## config.mk

```make
export PLATFORM = sky130hd
export DESIGN_NAME = fclru_queue
export DESIGN_NICKNAME = d
export VERILOG_FILES = /design/src/hdl/fclru_pkg.sv /design/src/hdl/fclru_queue.sv
export SDC_FILE = /design/constraint.sdc
export NUM_CORES = 1
export LEC_CHECK = 0
export BUFFER_PORTS_ARGS = -buffer_cell sky130_fd_sc_hd__buf_2
export CAP_MARGIN = 25
export CORE_MARGIN = 1.5
export CORE_UTILIZATION = 30
export DETAILED_ROUTE_END_ITERATION = 6
export HOLD_SLACK_MARGIN = 0.03
export MAX_ROUTING_LAYER = met4
export PLACE_DENSITY = 0.61
export SLEW_MARGIN = 20
export SYNTH_ARGS = -nofsm -noshare
export SYNTH_HDL_FRONTEND = slang
export SYNTH_SLANG_ARGS = --single-unit
```

## constraint.sdc

```tcl
create_clock -name clk -period 3.1 [get_ports clk]
set_input_delay 0.465 -clock clk [delete_from_list [all_inputs] [get_ports clk]]
set_output_delay 0.465 -clock clk [all_outputs]
set_load 0.02 [all_outputs]
```

## src/hdl/fclru_pkg.sv

```systemverilog
// shared types and constants of the frame cache lru policy block
package fclru_pkg;

  localparam int TIME_BITS      = 20;
  localparam int CAP_BITS       = 5;
  localparam int LOW_BITS       = 3;    // t / 40 and t / 200 both start with t >> 3
  localparam int XQ_BITS        = TIME_BITS - LOW_BITS;
  localparam int RECIP_BITS     = 18;
  localparam int RECIP_SHIFT    = 22;
  localparam int PROD_BITS      = XQ_BITS + RECIP_BITS;
  localparam int QUOT_BITS      = PROD_BITS - RECIP_SHIFT;
  localparam int REM_BITS       = 5;
  localparam int ROW_BITS       = 32;
  localparam int ROW_SEL_BITS   = 5;
  localparam int QUEUE_SLOTS    = 2;
  localparam int CFG_INDEX_BITS = 1;

  // ceil(2^22 / 25): exact floor(x / 25) for every 17-bit x
  localparam logic [RECIP_BITS-1:0] RECIP_25 = 18'd167773;
  localparam logic [XQ_BITS-1:0]    DIV_25   = 17'd25;

  localparam logic [CAP_BITS-1:0] CAP_RESET = 5'd16;

  localparam logic [CFG_INDEX_BITS-1:0] REG_KEY_CAP     = 1'b0;
  localparam logic [CFG_INDEX_BITS-1:0] REG_REGULAR_CAP = 1'b1;

  typedef enum logic [1:0] {
    CLS_NONE = 2'd0,
    CLS_PERM = 2'd1,
    CLS_KEY  = 2'd2,
    CLS_REG  = 2'd3
  } class_t;

  typedef enum logic [1:0] {
    F_IDLE,
    F_DIV,
    F_PUSH
  } front_state_t;

  typedef enum logic [2:0] {
    B_CLEAR,
    B_IDLE,
    B_PERM,
    B_LOOK,
    B_UPD
  } back_state_t;

  typedef struct packed {
    logic [TIME_BITS-1:0] frame_time;
    logic                 save_regular;
  } req_t;

  typedef struct packed {
    logic                 store_new;
    logic [1:0]           class_code;
    logic                 refreshed;
    logic                 evicted;
    logic [TIME_BITS-1:0] evicted_time;
  } res_t;

  typedef struct packed {
    class_t               kind;
    logic [TIME_BITS-1:0] frame_time;
    logic [QUOT_BITS-1:0] perm_idx;
  } q_entry_t;

  typedef struct packed {
    logic look;
    logic update;
  } lru_ctl_t;

  typedef struct packed {
    logic                 hit;
    logic                 evict;
    logic [TIME_BITS-1:0] evict_time;
  } lru_res_t;

endpackage

```

## src/hdl/fclru_queue.sv

```systemverilog
// two entry fifo between front and back
module fclru_queue (
  input  logic                clk,
  input  logic                rst_n,
  input  logic                push,
  input  fclru_pkg::q_entry_t push_data,
  input  logic                pop,
  output fclru_pkg::q_entry_t head,
  output logic                full,
  output logic                empty
);

  localparam int PW = $clog2(fclru_pkg::QUEUE_SLOTS);
  localparam int CW = $clog2(fclru_pkg::QUEUE_SLOTS + 1);

  fclru_pkg::q_entry_t slot_r [fclru_pkg::QUEUE_SLOTS];
  logic [PW-1:0] wptr_r, rptr_r;
  logic [CW-1:0] count_r;

  always_ff @(posedge clk) begin
    if (!rst_n) begin
      wptr_r  <= '0;
      rptr_r  <= '0;
      count_r <= '0;
    end else begin
      if (push) begin
        wptr_r <= (32'(wptr_r) == fclru_pkg::QUEUE_SLOTS - 1) ? '0 : wptr_r + 1'b1;
      end
      if (pop) begin
        rptr_r <= (32'(rptr_r) == fclru_pkg::QUEUE_SLOTS - 1) ? '0 : rptr_r + 1'b1;
      end
      count_r <= count_r + CW'(push) - CW'(pop);
    end
  end

  always_ff @(posedge clk) begin
    if (push) begin
      slot_r[wptr_r] <= push_data;
    end
  end

  assign head  = slot_r[rptr_r];
  assign full  = 32'(count_r) == fclru_pkg::QUEUE_SLOTS;
  assign empty = count_r == '0;

endmodule

```

---- Word level (Yosys, flattened, before mapping) ----
Memories as Yosys holds them, arrays and structs flattened. A register that Yosys moved wholly into a read port is not among the register bits.
Index checks and enable logic that the tools add are counted.
W data, S select, Z words.
cells by class
  add/subtract/negate cells ............... 4
  equal/unequal tests ..................... 1
  mux-type cells .......................... 6
  reduce and logical (&&, ||, !) cells .... 1
operators with widths
  cell                   count
  $mux W1                6
  $add A1 B1 Y1 const B  2
  $add A2 B1 Y2          1
  $eq A2 B2 Y1 const B   1
  $logic_not A2 Y1       1
  $sub A2 B1 Y2          1
word-level totals
  flip-flop bits (word level) ............. 4
  memory bits (writable) .................. 70
  input port bits ......................... 39
  output and inout port bits .............. 37
  logic and storage cells ................. 16
  memories ................................ 1
memories
  memory  depth  width  read ports  clocked after Yosys merged registers in  wr ports  RTL line           source
  slot_r  2      35     1           1                                        1         fclru_queue.sv:16  fclru_pkg::q_entry_t slot_r [fclru_pkg::QUEUE_SLOTS];

---- Longest topological paths before layout ----
  depth after elaboration ................. 4
  depth in mapped cells ................... 6
  mapped depth without buffers ............ 6

---- Worst setup path after synthesis ----
Ideal clock, no wire load.
  path kind ............................... input to register
  start point ............................. input push
  end point ............................... memory slot_r[0][0] in the netlist's numbering (enable)
  library setup time ...................... 0.433 ns
  arrival ................................. 2.072 ns
  path slack .............................. 0.596 ns
  stages on the path ...................... 1
  buffers on the path ..................... 0
  cells stage by stage .................... nor2b_1
on the way
  cells in the longest elaborated chain, start to end .. 2
RTL lines
  item                           RTL line           source
  from (decl)                    fclru_queue.sv:5   input logic push,
  $mux W1                        fclru_queue.sv:37  if (push) begin
  $mux W1 (implied by the code)  fclru_queue.sv:38  slot_r[wptr_r] <= push_data;
  to (decl)                      fclru_queue.sv:16
No other way between the ends.

==> flow_metrics.py <==
metrics = {
    "logic_synthesis": {
        "synthTopCellsByArea": "edfxtp_1 72%, mux2_4 16%, dfxtp_1 3.4%",
        "synth.top_cell.area_share": 0.7235,
        "synthesis.nets": 171,
        "ys_warn_count": 0,
        "syn_avg_cell_area_sq_um": 22.35,
        "synth_edf_count": 70,
        "synth_common_cells": "70 x edfxtp_1, 30 x mux2_4, 5 x dfxtp_1, 5 x mux2_2",
        "yosysSeqAreaShare": 0.7580,
        "ys_seq_elements": 75,
        "syn_inst": 130,
        "async_flop_share": 0,
        "synth_most_common_cell": "edfxtp_1",
        "yosysUniqueCellTypes": 14,
        "netlist_area_sq_um": 2905,
        "synthFlopType": "edfxtp_1",
        "yosys.area.top_type": "edfxtp_1",
    },
    "finish": {
        "finalNetCount": 255,
        "final_area_sq_um": 3601,
        "syn2layout_area_growth_pct": 23.94,
        "drive_gt1_frac": 0.5963,
        "instances_no_fill": 348,
        "fillers": 895,
    },
    "detailed_routing": {
        "vias_per_cell": 4.049,
        "drtAntennaViolNets": 0,
        "wl_um": 4881,
        "drt_iter0_markers": 54,
        "route.detailed.wl_per_inst_um": 14.03,
        "drtPass1Iterations": 4,
        "vias": 1409,
        "drc": 0,
    },
    "placement": {
        "dp_hpwl_um": 3246,
        "dp.cells": 332,
        "post-place-ws_ns": 1.172,
        "dpl_cell_area_sq_um": 3408,
        "gp_congestion": 0.6613,
        "io_buffer_count": 75,
    },
    "power": {
        "p_sw_frac": 0.2401,
        "clkPwrFrac": 0.321,
        "power_density_nw_per_um2": 617.6,
        "seqPwrFrac": 0.538,
        "max-vdd-ir-drop_v": 0.0002361,
        "intPower_mw": 1.690,
        "power.share.combinational": 0.141,
        "power.switching_mw": 0.5339,
        "leakage_nw": 1.413,
    },
    "worst_setup_path": {
        "cp_slowest_stage_delay_ns": 0.69,
        "critPathKind": "flip-flop to output pin",
        "critical_path_buf_inv_count": 2,
        "endpoint_kind": "output pin",
        "startpoint_type": "flip-flop",
        "crit_arrival_ns": 1.77,
        "cp_slowest_cell": "dfxtp_2",
        "crit_required_ns": 2.63,
        "cp_max_fo": 19,
        "crit_family": "flip-flops",
        "crit_chain": "buf_12 > mux2_4 > buf_2",
    },
    "worst_hold_path": {
        "hold_class": "input port to flip-flop",
    },
    "grt": {
        "grt_pass1_wl_um": 7383,
        "grt_max_degree": 37,
        "grt_use_total": 0.1034,
        "antenna_found_initial": 1,
        "grt_pass1_vias": 1496,
        "overflow": 0,
    },
    "floorplan": {
        "io_pins": 76,
        "die_h_um": 101.4,
        "start_util": 0.3115,
        "die-area_sq_um": 10280,
        "coreArea_sq_um": 9328,
        "rows": 35,
        "fp.dieW_um": 101.4,
    },
    "timing": {
        "drv_slew": 0,
        "final_hold_viol_count": 0,
        "timing.final.crit_share": 0.7222,
        "holdWs_ns": 0.3123,
        "clock_skew_ns": 0.006185,
        "fmax_mhz": 446.7,
        "slew_headroom": 0.4165,
        "tightestPinTransition_ns": 0.8752,
        "rsz0062_at_grt": "no",
        "setup_violations": 0,
        "setup_ws_ns": 0.8612,
        "setup_tns_ns": 0,
        "fin_crit_ns": 2.239,
    },
    "cts": {
        "ctsRootBufferMaster": "clkbuf_8",
        "cts_hold_buf": 0,
        "cts_sinks": 75,
        "cts_max_path_buffers": 2,
        "post_cts.repair.setup_buffers": 0,
        "clkTransAtPathRegs_ns": 0.08,
        "htreeDepth": 3,
        "cts.repair.resized": 0,
        "cts_made_buffers": 9,
        "cts_tree": "yes",
        "clock_latency_ns": 0.34,
    },
    "job": {
        "cap_violations": 0,
    },
    "outcome": {
        "status": "finished, final reports clean",
    },
}
-- final cells by class --
cell class,count,area (sq um),share of cell area
timing repair buffer,77,402.9,0.1119
sequential,75,2203,0.6119
tap,129,161.4,0.04482
inverter,2,7.507,0.002085
clock buffer,9,123.9,0.03440
antenna,1,2.502,0.0006949
clock inverter,6,66.31,0.01842
multi-input combinational,49,633.1,0.1758
-- sequential cells by signal (all words and copies together) (netlist names), named ones only --
| name | flops |
|---|---|
| count_r | 2 |
| slot_r | 70 |
| wptr_r | 1 |
| rptr_r | 1 |
-- final timing paths --
kind,start,endpoint,cells after the start,slack [ns]
setup / recovery,flip-flop,head[21],3,0.86
hold reg to reg,rptr_r,flip-flop,2,0.58
setup reg to reg,wptr_r,slot_r[1][20],1,1.60
hold / removal,push_data[25],slot_r[1][25],1,0.31
-- cells by family after synthesis --
logic type / count (synthesis) / synth area share
AO/OA/AOI/OAI: 1 / 0.002585
flip-flops: 75 / 0.7580
XOR/XNOR: 2 / 0.01077
multiplexers: 35 / 0.1744
adder cells (fa/ha/maj): 2 / 0.008612
AND/OR/NAND/NOR: 9 / 0.01851
buffers and inverters: 6 / 0.02713
-- routing by layer --
| layer | wire [um] | track usage | vias up |
|---|---|---|---|
| li1 | - | - | 667 |
| met1 | 2130 | 0.1130 | 679 |
| met2 | 2328 | 0.1647 | 56 |
| met3 | 369 | 0.05245 | 7 |
| met4 | 53 | 0.03205 | 0 |
| met5 | 0 | - | - |
-- stage by stage --
stage	utilization	power [mW]
3_5_place_dp	0.3654	1.540
2_1_floorplan	-	1.444
6_report	0.3861	2.224
4_1_cts	0.3858	2.266
3_3_place_gp	0.3654	1.533
5_1_grt	0.3861	2.337
-- layout by cell type (no fill, tap or decap), drive strengths merged --
cell type / count
buf: 77
edfxtp: 70
mux2: 35
clkbuf: 9
dfxtp: 5
and2: 4
nor2b: 4
clkinvlp: 3
inv: 3
ha: 2
diode: 1
nor2: 1
xor2: 1
o21a: 1
xnor3: 1
clkinv: 1
bufinv: 1
-- power by group through the flow --
stage | Clock [mW] | Combinational, mW | Sequential (mW)
floorplan | 0 | 0.240 | 1.20
global placement | 0 | 0.314 | 1.22
detailed placement | 0 | 0.318 | 1.22
CTS | 0.748 | 0.319 | 1.20
global route | 0.796 | 0.338 | 1.20
finish | 0.714 | 0.313 | 1.20
Note: power is estimated with default switching activity, not from simulation.
