### config.mk
export PLATFORM = sky130hd
export DESIGN_NAME = fclru_front
export DESIGN_NICKNAME = d
export VERILOG_FILES = /design/src/hdl/fclru_pkg.sv /design/src/hdl/fclru_front.sv
export SDC_FILE = /design/constraint.sdc
export NUM_CORES = 1
export LEC_CHECK = 0
export BUFFER_PORTS_ARGS = -buffer_cell sky130_fd_sc_hd__buf_2
export CORE_UTILIZATION = 45
export DETAILED_ROUTE_END_ITERATION = 7
export HOLD_SLACK_MARGIN = 0.06
export PLACE_DENSITY = 0.7
export SLEW_MARGIN = 20
export SYNTH_ARGS = -nofsm -noshare
export SYNTH_HDL_FRONTEND = slang
export SYNTH_SLANG_ARGS = --single-unit
### constraint.sdc
create_clock -name clk -period 5.8 [get_ports clk]
set_input_delay 1.16 -clock clk [delete_from_list [all_inputs] [get_ports clk]]
set_output_delay 1.16 -clock clk [all_outputs]
set_load 0.005 [all_outputs]
### src/hdl/fclru_pkg.sv
// shared types and constants of the frame cache lru policy block
package fclru_pkg;

  localparam int TIME_BITS      = 20;
  localparam int CAP_BITS       = 5;
  localparam int LOW_BITS       = 3;    // t / 40 and t / 200 both start with t >> 3
  localparam int XQ_BITS        = TIME_BITS - LOW_BITS;
  localparam int RECIP_BITS     = 18;
  localparam int RECIP_SHIFT    = 22;
  localparam int PROD_BITS      = XQ_BITS + RECIP_BITS;
  localparam int QUOT_BITS      = PROD_BITS - RECIP_SHIFT;
  localparam int REM_BITS       = 5;
  localparam int ROW_BITS       = 32;
  localparam int ROW_SEL_BITS   = 5;
  localparam int QUEUE_SLOTS    = 2;
  localparam int CFG_INDEX_BITS = 1;

  // ceil(2^22 / 25): exact floor(x / 25) for every 17-bit x
  localparam logic [RECIP_BITS-1:0] RECIP_25 = 18'd167773;
  localparam logic [XQ_BITS-1:0]    DIV_25   = 17'd25;

  localparam logic [CAP_BITS-1:0] CAP_RESET = 5'd16;

  localparam logic [CFG_INDEX_BITS-1:0] REG_KEY_CAP     = 1'b0;
  localparam logic [CFG_INDEX_BITS-1:0] REG_REGULAR_CAP = 1'b1;

  typedef enum logic [1:0] {
    CLS_NONE = 2'd0,
    CLS_PERM = 2'd1,
    CLS_KEY  = 2'd2,
    CLS_REG  = 2'd3
  } class_t;

  typedef enum logic [1:0] {
    F_IDLE,
    F_DIV,
    F_PUSH
  } front_state_t;

  typedef enum logic [2:0] {
    B_CLEAR,
    B_IDLE,
    B_PERM,
    B_LOOK,
    B_UPD
  } back_state_t;

  typedef struct packed {
    logic [TIME_BITS-1:0] frame_time;
    logic                 save_regular;
  } req_t;

  typedef struct packed {
    logic                 store_new;
    logic [1:0]           class_code;
    logic                 refreshed;
    logic                 evicted;
    logic [TIME_BITS-1:0] evicted_time;
  } res_t;

  typedef struct packed {
    class_t               kind;
    logic [TIME_BITS-1:0] frame_time;
    logic [QUOT_BITS-1:0] perm_idx;
  } q_entry_t;

  typedef struct packed {
    logic look;
    logic update;
  } lru_ctl_t;

  typedef struct packed {
    logic                 hit;
    logic                 evict;
    logic [TIME_BITS-1:0] evict_time;
  } lru_res_t;

endpackage

### src/hdl/fclru_front.sv
// front end: splits the frame time by 40 and 200 and queues a classified request
module fclru_front #(
  parameter int PERMANENT_SLOTS = 8192
) (
  input  logic               clk,
  input  logic               rst_n,
  input  logic               accept,
  input  fclru_pkg::req_t    req,
  output logic               front_busy,
  input  logic               q_full,
  output logic               q_push,
  output fclru_pkg::q_entry_t q_data
);

  localparam int QB = fclru_pkg::QUOT_BITS;
  localparam int XB = fclru_pkg::XQ_BITS;

  fclru_pkg::front_state_t state_r, state_nxt;

  logic [fclru_pkg::TIME_BITS-1:0]  time_r;
  logic                             save_r;
  logic [fclru_pkg::PROD_BITS-1:0]  prod_r;
  logic [QB-1:0]                    idx_r, idx_nxt;
  logic [fclru_pkg::REM_BITS-1:0]   rem_r;
  logic [XB-1:0]                    x_in;
  logic [QB-1:0]                    quot;
  logic [XB-1:0]                    rem_full;
  logic                             idx_big;
  logic                             low_zero;
  logic                             is_perm;
  logic                             is_key;
  fclru_pkg::class_t                kind;

  assign x_in     = req.frame_time[fclru_pkg::TIME_BITS-1:fclru_pkg::LOW_BITS];
  assign quot     = prod_r[fclru_pkg::RECIP_SHIFT +: QB];
  assign rem_full = time_r[fclru_pkg::TIME_BITS-1:fclru_pkg::LOW_BITS]
                    - XB'(quot) * fclru_pkg::DIV_25;
  assign idx_big  = 32'(idx_r) >= 32'(PERMANENT_SLOTS);

  // multiple of 200: low bits clear and (t >> 3) divisible by 25
  assign low_zero = time_r[fclru_pkg::LOW_BITS-1:0] == '0;
  assign is_perm  = low_zero && (rem_r == 5'd0);
  assign is_key   = low_zero && ((rem_r == 5'd5) || (rem_r == 5'd10) ||
                                 (rem_r == 5'd15) || (rem_r == 5'd20));

  always_comb begin
    priority if (is_perm) begin
      kind = fclru_pkg::CLS_PERM;
    end else if (is_key) begin
      kind = fclru_pkg::CLS_KEY;
    end else if (save_r) begin
      kind = fclru_pkg::CLS_REG;
    end else begin
      kind = fclru_pkg::CLS_NONE;
    end
  end

  always_ff @(posedge clk) begin
    if (!rst_n) begin
      state_r <= fclru_pkg::F_IDLE;
    end else begin
      state_r <= state_nxt;
    end
  end

  always_ff @(posedge clk) begin
    if (accept) begin
      time_r <= req.frame_time;
      save_r <= req.save_regular;
      prod_r <= fclru_pkg::PROD_BITS'(x_in) *
                fclru_pkg::PROD_BITS'(fclru_pkg::RECIP_25);
    end
    if (state_r == fclru_pkg::F_DIV) begin
      rem_r <= rem_full[fclru_pkg::REM_BITS-1:0];
    end
    idx_r <= idx_nxt;
  end

  always_comb begin
    state_nxt = state_r;
    idx_nxt   = idx_r;
    q_push    = 1'b0;
    unique case (state_r)
      fclru_pkg::F_IDLE: begin
        if (accept) begin
          state_nxt = fclru_pkg::F_DIV;
        end
      end
      fclru_pkg::F_DIV: begin
        idx_nxt   = quot;
        state_nxt = fclru_pkg::F_PUSH;
      end
      fclru_pkg::F_PUSH: begin
        // map index wraps over the slot count, one subtract a cycle
        if (idx_big) begin
          idx_nxt = idx_r - QB'(PERMANENT_SLOTS);
        end else if (!q_full) begin
          q_push    = 1'b1;
          state_nxt = fclru_pkg::F_IDLE;
        end
      end
      default: begin
        state_nxt = fclru_pkg::F_IDLE;
      end
    endcase
  end

  assign front_busy        = state_r != fclru_pkg::F_IDLE;
  assign q_data.kind       = kind;
  assign q_data.frame_time = time_r;
  assign q_data.perm_idx   = idx_r;

  a_push_has_small_rem: assert property (@(posedge clk) disable iff (!rst_n)
    q_push |-> (rem_r < 5'd25) && !idx_big)
    else $error("front pushed with an unreduced remainder or index");

endmodule

# Word level (Yosys, flattened, before mapping)
# Index checks and enable logic that the tools add are counted.
# word_totals
input_bits,25
elab_cells,35
output_inout_bits,37
ff_bits,76
# op_classes
add_sub_neg,1
n_eq_ne,8
mul,2
mux,8
reduce_logical,10
# op_table
operator,count
$mul 17x18->35 const B,1
$mul 13x5->5 const B,1
$eq 5x4->1 const B,2
$mux 2,5
$pmux 2 s3,1
$eq 5x3->1 const B,1
$eq 5x5->1 const B,1
$logic_not 5->1,1
$sub 5x5->5,1
$ne 2x2->1 const B,2
$logic_not 3->1,1
$logic_or 1x1->1,3
$eq 2x1->1 const B,1
$eq 2x2->1 const B,1
$logic_and 1x1->1,2
$logic_not 2->1,1
$mux 1,2
$reduce_and 2->1,1
$reduce_bool 2->1,1

# Logic depth before layout (Yosys ltp)
# logic_depth
word_depth,7
mapped_depth,20

# Worst setup path before layout
# OpenSTA, ideal clock, no wires.
# synth_timing
path_kind,input port to flip-flop
from,input req[6] in the netlist's numbering
to,register prod_r[32] in the netlist's numbering (data pin)
cell_stages,19
arrival_time_ps,5959
required_ps,5534
slack_ps,-425
path_cell_list,fa_1 inv_1 fa_1 inv_1 fa_1 inv_1 fa_1 inv_1 fa_1 inv_1 fa_1 inv_1 ha_1 a21oi_1 o21bai_1 o2111a_2 nor4_2 o31ai_2 xor2_1
# synth_via
elab_chain_len,1
# synth_lines
item,line_no,rtl
"start, declared",fclru_front.sv:8,"input fclru_pkg::req_t req,"
$mul 17x18->35,fclru_front.sv:70,prod_r <= fclru_pkg::PROD_BITS'(x_in) *
"end signal, assigned",fclru_front.sv:70,
"end, declared",fclru_front.sv:22,logic [fclru_pkg::PROD_BITS-1:0] prod_r;
# Every way passes these cells.
# A chain may end at the register's enable or synchronous reset.

# Worst setup path in the final report
# layout_timing
from,input req[8] in the netlist's numbering
to,register prod_r[33] in the netlist's numbering (data pin)
# The elaborated chain is that of the path after synthesis.

==> flow_summary.yaml <==
status:
  status: "finished with violations"
  failed_checks: "negative setup slack"
synth:
  syn-num-nets: 1031
  synth_top_family_by_area: "adder cells"
  netlist_area_um2: 7920
  ys.flop_type: "edfxtp_1"
  syn_inst: 746
  synth_simple_gate_area_share_pct: 6.272
  synth.area.mux_share_pct: 0.1264
  ys_types: 61
  synth-seq-cells: 54
  synth_seq_area_share_pct: 20.22
  synth_xor_area_share_pct: 2.654
  yosys_warnings: 0
  synth_compound_area_share_pct: 8.957
  synthAdderAreaFrac_pct: 51.31
  synth.avg_cell_area_um2: 10.62
  synth_edf_count: 52
  async_flop_share_pct: 0
grt:
  met1_usage_pct: 27.95
  antenna_found_initial: 0
  grt-ovfl-total: 0
  grt_max_degree: 36
  grt_pass1_wl_um: 30110
  grtUsageTotal_pct: 21.59
  grt_pass1_vias: 6174
  grt_most_used_layer: "met2"
  use_met3_pct: 1.652
  gr-usage-met2_pct: 39.29
detailed_routing:
  drc: 0
  firstDrtPassIters: 6
  wl_um: 18110
  via_count: 5722
  drt_iter0_drc: 316
  ant_nets: 0
  wire_per_inst_um: 15.90
  vias_per_cell: 5.024
layout:
  nets: 1198
  fillers: 1479
  design_area_um2: 9847
  ff_latch_area_um2: 1602
  antenna_cells: 0
  multi_input_area_um2: 5869
  drive_gt1_share_pct: 28.67
  syn_to_final_growth_pct: 24.33
sta:
  tightest_slew_ns: 0.8479
  period_share_pct: 101.2
  fin_crit_ns: 5.871
  setup_ws_ns: -0.07079
  clock_skew_ns: 0.005881
  worst_hold_slack_ns: 0.4282
  fmax_mhz: 170.3
  slew_violations: 0
  hold_viol_final: 0
  rsz0062_at_grt: "true"
  slew_headroom_pct: 43.48
  setup-violations-final: 7
cts:
  numCtsBuffers: 5
  cts-root-buf: "clkbuf_16"
  h-tree-depth: 2
  clockBufferDepth: 2
  cts_hold_buffers: 0
  clk_pin_slew_ns: 0.07
  clk_latency_ns: 0.29
  clock_sinks: 54
  cts_tree: "done"
floorplan:
  io_pins: 62
  die_w_um: 134.7
  rows: 48
  die_h_um: 134.7
  core_area_um2: 17240
  design.die.area_um2: 18130
  initial_core_util_pct: 45.95
placed_design:
  port-buffer-count: 61
  placed_area_um2: 9383
  globalplace.congestion: 0.9225
  pre_cts_slack_ns: -0.5034
  dp_hpwl_um: 15700
setup_path:
  worst-setup-path-type: "primary input to flip-flop"
  cp-start-kind: "primary input"
  end_kind: "flip-flop"
  crit_path_max_fanout: 4
  cp.required_ns: 5.85
  worstPathArrival_ns: 5.92
job:
  cap_violations: 0
min_path:
  holdCritPathClass: "flip-flop to flip-flop"
state kept, by name, indices dropped and copies added, names as in the netlist:
register	count
save_r	1
state_r	2
idx_r	13
rem_r	5
time_r	20
prod_r	13
cell usage after synthesis (all sizes together), types with 4 or more instances:
| master | instances | area, um^2 |
|---|---|---|
| nand2 | 30 | 112.6 |
| a21oi | 34 | 181.4 |
| inv | 209 | 784.5 |
| o21a | 11 | 82.58 |
| o21ai | 14 | 73.82 |
| nor3 | 6 | 51.30 |
| xor2 | 7 | 61.31 |
| fa | 108 | 2162 |
| nand3 | 13 | 70.07 |
| and4 | 4 | 36.29 |
| ha | 152 | 1902 |
| nor2 | 17 | 63.81 |
| o31ai | 4 | 40.03 |
| o21bai | 5 | 37.54 |
| buf | 5 | 31.27 |
| edfxtp | 52 | 1562 |
| a21o | 5 | 37.54 |
| and3 | 6 | 37.54 |
| xnor2 | 17 | 148.9 |
cell type report:
type,count,share of cell area [%]
clock buffers,6,1.309
clock inverters,2,0.1525
inverters,209,8.030
multi-input cells,475,59.61
flip-flops and latches,54,16.26
well taps,225,2.859
repair buffers,168,11.78
placed cells by master, fill, tap and decap left out, drive strengths merged, types with 4 or more instances in the layout:
cell	Yosys	final
a21o	5	5
nor3	6	6
nor2	17	17
xor2	7	7
fa	108	108
o31ai	4	4
ha	152	152
nand3	13	13
o21bai	5	5
nand2	30	30
a21oi	34	34
inv	209	208
xnor2	17	17
o21ai	14	14
clkbuf	3	6
and4	4	4
o21a	11	11
buf	5	168
edfxtp	52	52
and3	6	6
worst max-delay path, cell delays in order:
cell,delay [ns]
buf_8,0.10
fa_1,0.56
inv_2,0.05
fa_1,0.47
inv_1,0.05
fa_1,0.47
inv_1,0.05
fa_1,0.47
inv_1,0.05
fa_1,0.50
inv_1,0.05
fa_1,0.50
inv_2,0.05
ha_4,0.30
nand2_4,0.07
a211oi_4,0.16
a211oi_2,0.12
o41ai_4,0.42
a41o_1,0.26
nor3_2,0.04
per-stage QoR:
stage / utilization, % / std cells / TNS (ns)
2_1_floorplan: - / 746 / -0.02435
3_3_place_gp: 54.44 / 1124 / -4.933
3_5_place_dp: 54.44 / 1124 / -5.513
4_1_cts: 56.03 / 1137 / -0.07923
5_1_grt: 57.13 / 1139 / -1.801
6_report: 57.13 / 1139 / -0.2970
final timing paths:
| check | from | endpoint | slack (ns) | depth (start not counted) |
|---|---|---|---|---|
| setup / recovery | req[8] | prod_r[33] | -0.07 | 20 |
| setup reg to reg | prod_r[23] | rem_r[4] | 3.61 | 7 |
| hold / removal | prod_r[31] | idx_r[9] | 0.43 | 0 |
| hold reg to reg | prod_r[31] | idx_r[9] | 0.43 | 0 |
routing by layer:
layer | up-vias | routed length (um)
li1 | 2748 | -
met1 | 2812 | 7820
met2 | 141 | 9211
met3 | 21 | 798
met4 | 0 | 274
met5 | - | 0
what timing repair did:
item / 4_1_cts / 5_1_grt
endpoints found under the setup margin: 12 / 13
pin swaps: 24 / 39
gates resized for setup: 24 / 39
setup buffers: 5 / 2
cells by family (layout without fill, tap and decap cells):
kind of cell               Yosys count  in the layout
AOI/OAI and AO/OA                   97             97
xor gates and xnor gates            24             24
adders and majority gates          260            260
buffers and inverters              217            385
DFF                                 54             54
muxes                                1              1
and+or+nand+nor                     93             93
Power is not shown: default switching activity piles up to over one toggle a cycle in this logic, so the estimate is an artifact.
